[config.mk]
export PLATFORM = sky130hd
export DESIGN_NAME = northwest_corner_allocator
export DESIGN_NICKNAME = d
export VERILOG_FILES = /design/src/rtl/core/nwca_pkg.sv /design/src/rtl/core/northwest_corner_allocator.sv /design/src/rtl/core/nwca_front.sv /design/src/rtl/core/nwca_back.sv
export SDC_FILE = /design/constraint.sdc
export NUM_CORES = 2
export LEC_CHECK = 0
export ABC_AREA = 1
export ABC_CLOCK_PERIOD_IN_PS = 6290
export BUFFER_PORTS_ARGS = -buffer_cell sky130_fd_sc_hd__buf_4
export CAP_MARGIN = 40
export CORE_MARGIN = 3
export CORE_UTILIZATION = 30
export CTS_BUF_LIST = sky130_fd_sc_hd__clkbuf_8
export CTS_CLUSTER_DIAMETER = 120
export DETAILED_ROUTE_END_ITERATION = 10
export PLACE_DENSITY = 0.52
export RECOVER_POWER = 25
export SYNTH_ARGS = -nofsm -noshare
export SYNTH_HDL_FRONTEND = slang
export SYNTH_HIERARCHICAL = 1
export SYNTH_SLANG_ARGS = --single-unit
[constraint.sdc]
create_clock -name clk -period 6.29 [get_ports clk]
set_input_delay 1.258 -clock clk [delete_from_list [all_inputs] [get_ports clk]]
set_output_delay 1.258 -clock clk [all_outputs]
set_load 0.01 [all_outputs]
[src/rtl/core/nwca_pkg.sv]
// Shared types and constants of the north-west corner allocator.
// Depends on nothing; every module of the block imports it.
package nwca_pkg;

	localparam int QTY_W        = 32;
	localparam int IDX_W        = 4;
	localparam int CNT_W        = 5;
	localparam int CFG_IDX_W    = 1;
	localparam int RESULT_LIMIT = 31;
	localparam int RES_CNT_W    = 5;

	localparam logic [CNT_W-1:0]     COUNT_RESET   = 5'd16;
	localparam logic [CFG_IDX_W-1:0] REG_ROW_COUNT = 1'b0;
	localparam logic [CFG_IDX_W-1:0] REG_COL_COUNT = 1'b1;

	typedef enum logic [1:0] {
		ACT_SUPPLY = 2'd0,
		ACT_DEMAND = 2'd1,
		ACT_RUN    = 2'd2
	} action_t;

	typedef enum logic {
		BK_IDLE = 1'b0,
		BK_WALK = 1'b1
	} back_state_t;

	typedef struct packed {
		logic [1:0]       action;
		logic [IDX_W-1:0] index;
		logic [QTY_W-1:0] quantity;
	} nwca_item_t;

	typedef struct packed {
		logic [IDX_W-1:0] row;
		logic [IDX_W-1:0] column;
		logic [QTY_W-1:0] amount;
		logic             last;
	} nwca_result_t;

	// Command as it waits in the queue between front and back.
	typedef struct packed {
		action_t          kind;
		logic [IDX_W-1:0] index;
		logic [QTY_W-1:0] quantity;
	} nwca_cmd_t;

endpackage

[src/rtl/core/northwest_corner_allocator.sv]
// Top level of the north-west corner allocator: configuration registers,
// front end and back end. Depends on nwca_pkg, nwca_front and nwca_back.
//
//  channel  | ports                          | transaction when
//  ---------+--------------------------------+--------------------------------
//  command  | start, busy, item              | start high, busy low
//  result   | strobe, result                 | strobe high (one cycle, no stall)
//  config   | cfg_valid, cfg_ready,          | cfg_valid and cfg_ready high
//           | cfg_index, cfg_data            |
//
// Loads stream at one per clock while the back end is idle.
// A run is taken while idle and loads the walk registers, then the back end walks
// one allocation per walk cycle (at most row_count + col_count - 1, capped at 31);
// each result is registered and shows the cycle after its walk cycle.
// busy rises only when the two-entry queue between front and back is full.
// Reset clears the queue and walk state, counts go to 16; stores keep contents.
module northwest_corner_allocator #(
	parameter int MAX_ROWS = 16,
	parameter int MAX_COLS = 16
) (
	input  logic                              clk,
	input  logic                              arst_n,
	input  logic                              start,
	output logic                              busy,
	input  nwca_pkg::nwca_item_t              item,
	output logic                              strobe,
	output nwca_pkg::nwca_result_t            result,
	input  logic                              cfg_valid,
	output logic                              cfg_ready,
	input  logic [nwca_pkg::CFG_IDX_W-1:0]    cfg_index,
	input  logic [nwca_pkg::CNT_W-1:0]        cfg_data
);
	import nwca_pkg::*;

	logic [CNT_W-1:0] row_count_q;
	logic [CNT_W-1:0] col_count_q;
	logic             cmd_valid;
	logic             cmd_pop;
	nwca_cmd_t        cmd;

	// Counts must change only while idle; nothing here enforces it. The back end samples them at run start.
	assign cfg_ready = 1'b1;

	always_ff @(posedge clk or negedge arst_n) begin
		if (!arst_n) begin
			row_count_q <= COUNT_RESET;
			col_count_q <= COUNT_RESET;
		end else if (cfg_valid && cfg_ready) begin
			unique case (cfg_index)
				REG_ROW_COUNT: row_count_q <= cfg_data;
				REG_COL_COUNT: col_count_q <= cfg_data;
				default: ;
			endcase
		end
	end

	// Front: accept and classify, then hold commands in the queue.
	nwca_front #(
		.MAX_ROWS (MAX_ROWS),
		.MAX_COLS (MAX_COLS)
	) u_front (
		.clk       (clk),
		.arst_n    (arst_n),
		.start     (start),
		.item      (item),
		.busy      (busy),
		.cmd_valid (cmd_valid),
		.cmd       (cmd),
		.cmd_pop   (cmd_pop)
	);

	// Back: executes loads into the stores and walks the runs.
	nwca_back #(
		.MAX_ROWS (MAX_ROWS),
		.MAX_COLS (MAX_COLS)
	) u_back (
		.clk       (clk),
		.arst_n    (arst_n),
		.row_count (row_count_q),
		.col_count (col_count_q),
		.cmd_valid (cmd_valid),
		.cmd       (cmd),
		.cmd_pop   (cmd_pop),
		.strobe    (strobe),
		.result    (result)
	);

`ifndef ASSERT_OFF
	// A run emits one allocation every cycle until its last one.
	a_walk_dense: assert property (@(posedge clk) disable iff (!arst_n)
		strobe && !result.last |=> strobe)
		else $error("walk left a gap before its last allocation");

	// The back end returns to idle after the last allocation.
	a_last_gap: assert property (@(posedge clk) disable iff (!arst_n)
		strobe && result.last |=> !strobe)
		else $error("allocation directly after a last one");

	// Within a run the row moves by at most one step.
	a_row_step: assert property (@(posedge clk) disable iff (!arst_n)
		strobe && !result.last |=>
		(result.row == $past(result.row)) || (result.row == 4'($past(result.row) + 1'b1)))
		else $error("row index skipped");

	// Within a run the column moves by at most one step.
	a_col_step: assert property (@(posedge clk) disable iff (!arst_n)
		strobe && !result.last |=>
		(result.column == $past(result.column))
		|| (result.column == 4'($past(result.column) + 1'b1)))
		else $error("column index skipped");
`endif

endmodule

[src/rtl/core/nwca_front.sv]
// Front end: accepts command transactions, drops meaningless ones, queues the rest.
// Depends on nwca_pkg.
module nwca_front #(
	parameter int MAX_ROWS = 16,
	parameter int MAX_COLS = 16
) (
	input  logic                   clk,
	input  logic                   arst_n,
	input  logic                   start,
	input  nwca_pkg::nwca_item_t   item,
	output logic                   busy,
	output logic                   cmd_valid,
	output nwca_pkg::nwca_cmd_t    cmd,
	input  logic                   cmd_pop
);
	import nwca_pkg::*;

	localparam int DEPTH = 2;

	nwca_cmd_t  queue_q [DEPTH];
	logic       wr_ptr_q;
	logic       rd_ptr_q;
	logic [1:0] fill_q;
	logic       keep;
	logic       push;
	logic       full;

	// Unused code and out-of-range load index are dropped here.
	always_comb begin
		unique case (item.action)
			ACT_SUPPLY: keep = (32'(item.index) < MAX_ROWS);
			ACT_DEMAND: keep = (32'(item.index) < MAX_COLS);
			ACT_RUN:    keep = 1'b1;
			default:    keep = 1'b0;
		endcase
	end

	assign full      = (fill_q == 2'(DEPTH));
	assign busy      = full;
	assign push      = start && !full && keep;
	assign cmd_valid = (fill_q != 2'd0);
	assign cmd       = queue_q[rd_ptr_q];

	always_ff @(posedge clk) begin
		if (push) begin
			queue_q[wr_ptr_q] <= '{kind: action_t'(item.action), index: item.index,
				quantity: item.quantity};
		end
	end

	always_ff @(posedge clk or negedge arst_n) begin
		if (!arst_n) begin
			wr_ptr_q <= 1'b0;
			rd_ptr_q <= 1'b0;
			fill_q   <= 2'd0;
		end else begin
			if (push) begin
				wr_ptr_q <= ~wr_ptr_q;
			end
			if (cmd_pop) begin
				rd_ptr_q <= ~rd_ptr_q;
			end
			fill_q <= fill_q + 2'(push) - 2'(cmd_pop);
		end
	end

endmodule

[src/rtl/core/nwca_back.sv]
// Back end: amount stores, the corner walk and the result register.
// Depends on nwca_pkg; takes commands from nwca_front.
module nwca_back #(
	parameter int MAX_ROWS = 16,
	parameter int MAX_COLS = 16
) (
	input  logic                          clk,
	input  logic                          arst_n,
	input  logic [nwca_pkg::CNT_W-1:0]    row_count,
	input  logic [nwca_pkg::CNT_W-1:0]    col_count,
	input  logic                          cmd_valid,
	input  nwca_pkg::nwca_cmd_t           cmd,
	output logic                          cmd_pop,
	output logic                          strobe,
	output nwca_pkg::nwca_result_t        result
);
	import nwca_pkg::*;

	localparam int RW = $clog2(MAX_ROWS);
	localparam int CW = $clog2(MAX_COLS);
	localparam int RP = $clog2(MAX_ROWS + 1);
	localparam int CP = $clog2(MAX_COLS + 1);

	logic [QTY_W-1:0] supply_mem [MAX_ROWS];
	logic [QTY_W-1:0] demand_mem [MAX_COLS];

	back_state_t          state_q, state_d;
	logic [RP-1:0]        row_q, rows_q, rows_cl, row_inc;
	logic [CP-1:0]        col_q, cols_q, cols_cl, col_inc;
	logic [QTY_W-1:0]     rem_sup_q, rem_dem_q, alloc, sup_next, dem_next;
	logic [RES_CNT_W-1:0] n_q;
	logic                 row_adv, col_adv, done, start_run, strobe_q;
	nwca_result_t         result_q;

	always_comb begin
		rows_cl = (32'(row_count) > MAX_ROWS) ? RP'(MAX_ROWS) : RP'(row_count);
		cols_cl = (32'(col_count) > MAX_COLS) ? CP'(MAX_COLS) : CP'(col_count);
	end

	// Exhaustion follows from the compare alone; the next entries are prefetched.
	always_comb begin
		row_adv  = (rem_sup_q <= rem_dem_q);
		col_adv  = (rem_dem_q <= rem_sup_q);
		alloc    = row_adv ? rem_sup_q : rem_dem_q;
		row_inc  = row_q + 1'b1;
		col_inc  = col_q + 1'b1;
		sup_next = supply_mem[row_inc[RW-1:0]];
		dem_next = demand_mem[col_inc[CW-1:0]];
		done     = (row_adv && (row_inc == rows_q)) || (col_adv && (col_inc == cols_q))
			|| (n_q == RES_CNT_W'(RESULT_LIMIT - 1));
	end

	always_comb begin
		state_d   = state_q;
		cmd_pop   = 1'b0;
		start_run = 1'b0;
		unique case (state_q)
			BK_IDLE: begin
				cmd_pop = cmd_valid;
				if (cmd_valid && (cmd.kind == ACT_RUN) && (rows_cl != '0) && (cols_cl != '0)) begin
					start_run = 1'b1;
					state_d   = BK_WALK;
				end
			end
			BK_WALK: begin
				if (done) begin
					state_d = BK_IDLE;
				end
			end
			default: state_d = BK_IDLE;
		endcase
	end

	always_ff @(posedge clk or negedge arst_n) begin
		if (!arst_n) begin
			state_q <= BK_IDLE;
		end else begin
			state_q <= state_d;
		end
	end

	always_ff @(posedge clk) begin
		if (cmd_pop && (cmd.kind == ACT_SUPPLY)) begin
			supply_mem[RW'(cmd.index)] <= cmd.quantity;
		end
		if (cmd_pop && (cmd.kind == ACT_DEMAND)) begin
			demand_mem[CW'(cmd.index)] <= cmd.quantity;
		end
	end

	always_ff @(posedge clk or negedge arst_n) begin
		if (!arst_n) begin
			row_q     <= '0;
			col_q     <= '0;
			rows_q    <= '0;
			cols_q    <= '0;
			rem_sup_q <= '0;
			rem_dem_q <= '0;
			n_q       <= '0;
			strobe_q  <= 1'b0;
		end else begin
			strobe_q <= (state_q == BK_WALK);
			if (start_run) begin
				row_q     <= '0;
				col_q     <= '0;
				rows_q    <= rows_cl;
				cols_q    <= cols_cl;
				rem_sup_q <= supply_mem[0];
				rem_dem_q <= demand_mem[0];
				n_q       <= '0;
			end else if (state_q == BK_WALK) begin
				row_q     <= row_adv ? row_inc : row_q;
				col_q     <= col_adv ? col_inc : col_q;
				rem_sup_q <= row_adv ? sup_next : (rem_sup_q - rem_dem_q);
				rem_dem_q <= col_adv ? dem_next : (rem_dem_q - rem_sup_q);
				n_q       <= n_q + 1'b1;
			end
		end
	end

	always_ff @(posedge clk) begin
		if (state_q == BK_WALK) begin
			result_q <= '{row: IDX_W'(row_q), column: IDX_W'(col_q), amount: alloc, last: done};
		end
	end

	assign strobe = strobe_q;
	assign result = result_q;

endmodule
==> metrics.txt <==
WL/cell roughly 24 um; CTS tree built; commonest cells after routing, fill and taps aside edfxtp_1, nand2_1, o21ai_0, nor2_1, inv_1; Async S/R FF share, synth 0.0843; fin worst setup slack 1.46 ns; GR Overflow Total 0; post-route clock period utilization 0.767; library cells used by synthesis 53; post-cts sizing count 0; CTS Buf Count 202; VDD IR max roughly 0.42 mV; clk_lat worst skew 0.94 ns; Top FF cell, synth edfxtp_1; Clock Sinks 1,246; Finished Layout Cells 7,490; min cycle time layout roughly 4.8 ns; endpoint type of the worst setup path flip-flop; Vias per Instance 5.06; Mapped Avg Cell Area 11.3 um2; crit path buf inv count 3; number of synthesized flops with an enable pin 1,141; Worst-Margin Slew between 2 and 3 ns; leakage roughly 22 nW; initial antenna violation count 10; H-tree levels 4; die width 432 um; Port Buffers 90; largest net degree at the start of global routing 143; max-slew violations roughly 580; total power 36.3 mW; vias in the first global route roughly 37,000; pwr/cell area 588 nW/um2; hold bufs inserted after CTS 0; I/O pins 92; Syn. warnings 6; Vias 37,900; CP arrival 5.65 ns; Area after DPL slightly below 60,000 um2; share of cells above drive strength 1 0.110; total track usage 0.189; crit path kind reg2reg; most common cell after layout, fill and taps aside edfxtp_1; core area 179,000 um2; final setup violation count 0; post-route cell area 61,800 um2; Max Cap Viol 16; failing checks max-capacitance violations, max-slew violations; Final Hold Viols 0; outcome finished, violations left; post-CTS setup buffer count 0; Max-Slew Margin vs Limit -0.713; clock transition at the registers of the reported paths ~0.07 ns; nets@finish roughly 5,000; ANT nets after route 0; dpl cells around 7,000; Most Frequent Cell on Critical Path o21ai_0; dpl hpwl roughly 110,000 um; die height 432 um; crit path max fanout slightly below 60; drt pass-1 iters 7; Yosys reg bits 1,246; Syn-to-layout area delta 13.6%; DRT Wirelength 179,000 um; RSZ-0062 raised after global routing no; Post-Syn Area 54,400 um2; first-pass GRT wire length 259,000 um; CTS root buf clkbuf_8; Filler cells 17,900; Syn Inst Count 4,829; placer congestion estimate 0.983; DP Worst Slack between 2 and 2.5 ns; highest clock rate between 200 and 250 MHz; clk_skew ~0.044 ns; clock buffer depth 3; crit path max-delay cell type dfrtp_1; max incr delay on CP 1.76 ns; critical path's top delay family flip-flops; Post-Syn Nets 4,949; HP Class in2async; drt drc 0; Setup TNS 0 ns; Req. time, crit path 7.12 ns; critical-path cell list ha_4 > inv_2 > buf_4 > o21ai_0 > o22ai_1 > o21ai_0 > o21ai_0 > nand2_1 > nand3_1 > nand2_1 > inv_1; starting density of the core 0.303; post-synthesis sequential area ratio 0.678; startpoint class of the critical path flip-flop; Site Rows between 150 and 200; initial drt markers 3,821; Die Area 186,000 um2
==> metal layers <==
layer | vias up | global-route usage | share of wire
met5 | - | 0 | 0.00018
li1 | 17400 | - | -
met3 | 273 | 0.0336 | 0.066
met4 | 4 | 0.0730 | 0.037
met1 | 18900 | 0.254 | 0.43
met2 | 1350 | 0.303 | 0.47
==> registers in the layout (all words and copies together), names as in the netlist, 32 cells and up <==
| signal | cells |
|---|---|
| u_back/result | 41 |
| u_back/supply_mem | 512 |
| u_back/demand_mem | 512 |
| u_front/queue_q | 76 |
| u_back/rem_sup_q | 32 |
| u_back/rem_dem_q | 32 |
==> per-stage QoR <==
stage               hold WS [ns]  utilization
global route               0.461        0.344
finish                     0.469        0.344
detailed placement         0.461        0.325
CTS                        0.244        0.345
global placement           0.460        0.324
floorplan                  0.442            -
==> cells by family after synthesis <==
family / share of synthesized area
and+or+nand+nor: 0.122
DFF: 0.678
AOI/OAI and AO/OA: 0.128
buffers and inverters: 0.0488
adders and majority gates: 0.0168
xor gates and xnor gates: 0.00594
muxes: 0.000368
other: 0.0000689
==> synth_stat cells, types with 2 or more instances <==
master,count,share of area
a21o_1,3,0.00041
a21oi_1,136,0.013
a21oi_2,18,0.0029
a21oi_4,2,0.00060
and2_1,3,0.00035
buf_1,13,0.00090
buf_2,95,0.0087
buf_4,20,0.0028
buf_6,10,0.0021
clkbuf_1,139,0.0096
clkinv_1,2,0.00014
dfrtp_1,103,0.047
dfstp_2,2,0.00097
edfxtp_1,1141,0.63
fa_1,2,0.00074
ha_1,70,0.016
inv_1,344,0.024
inv_2,10,0.00069
mux2i_1,2,0.00037
nand2_1,680,0.047
nand2_2,20,0.0023
nand2_4,8,0.0017
nand3_1,198,0.018
nand3_2,5,0.00092
nand3b_1,4,0.00055
nand4_1,17,0.0020
nor2_1,669,0.046
nor2_2,6,0.00069
nor2_4,3,0.00062
nor3_1,5,0.00046
o211ai_1,102,0.014
o21a_1,3,0.00041
o21ai_0,692,0.064
o21ai_1,46,0.0042
o21bai_1,26,0.0036
o21bai_2,3,0.00062
o221ai_1,79,0.013
o22ai_1,98,0.011
o31ai_1,2,0.00028
or2_2,2,0.00023
xnor2_1,5,0.00081
xor2_1,30,0.0048
==> path summary, 6_finish.rpt <==
kind / startpoint / end / slack (ns) / cells past startpoint
min reg2reg: col_count_q[1]$_DFFE_PN0P_ / col_count_q[1]$_DFFE_PN0P_ / 0.47 / 2
max in group asynchronous: arst_n / u_back/rem_dem_q[31]$_DFFE_PN0P_ / 3.03 / 3
max reg2reg: u_back/row_q[0]$_DFFE_PN0P_ / u_back/rem_sup_q[7]$_DFFE_PN0P_ / 1.46 / 11
min: arst_n / u_back/rem_dem_q[3]$_DFFE_PN0P_ / 0.47 / 2
min in group clk: col_count_q[1]$_DFFE_PN0P_ / col_count_q[1]$_DFFE_PN0P_ / 0.47 / 2
max: u_back/row_q[0]$_DFFE_PN0P_ / u_back/rem_sup_q[7]$_DFFE_PN0P_ / 1.46 / 11
==> power by group <==
group	internal (mW)	switching [mW]	total [mW]	leakage (nW)
Sequential	11.0	0.661	11.7	11.6
Clock	3.16	3.27	6.43	2.15
Combinational	4.83	13.3	18.2	8.55
==> area by class of cell <==
| cell class | count | area (um2) | area share |
|---|---|---|---|
| multi-input combinational | 2948 | 15300 | 0.247 |
| sequential | 1246 | 36900 | 0.597 |
| inverter | 357 | 1350 | 0.0219 |
| tap | 2355 | 2950 | 0.0477 |
| clock inverter | 159 | 743 | 0.0120 |
| antenna | 5 | 12.5 | 0.000203 |
| timing repair buffer | 211 | 1660 | 0.0269 |
| clock buffer | 209 | 2880 | 0.0466 |
(Power assumes the default switching activity.)
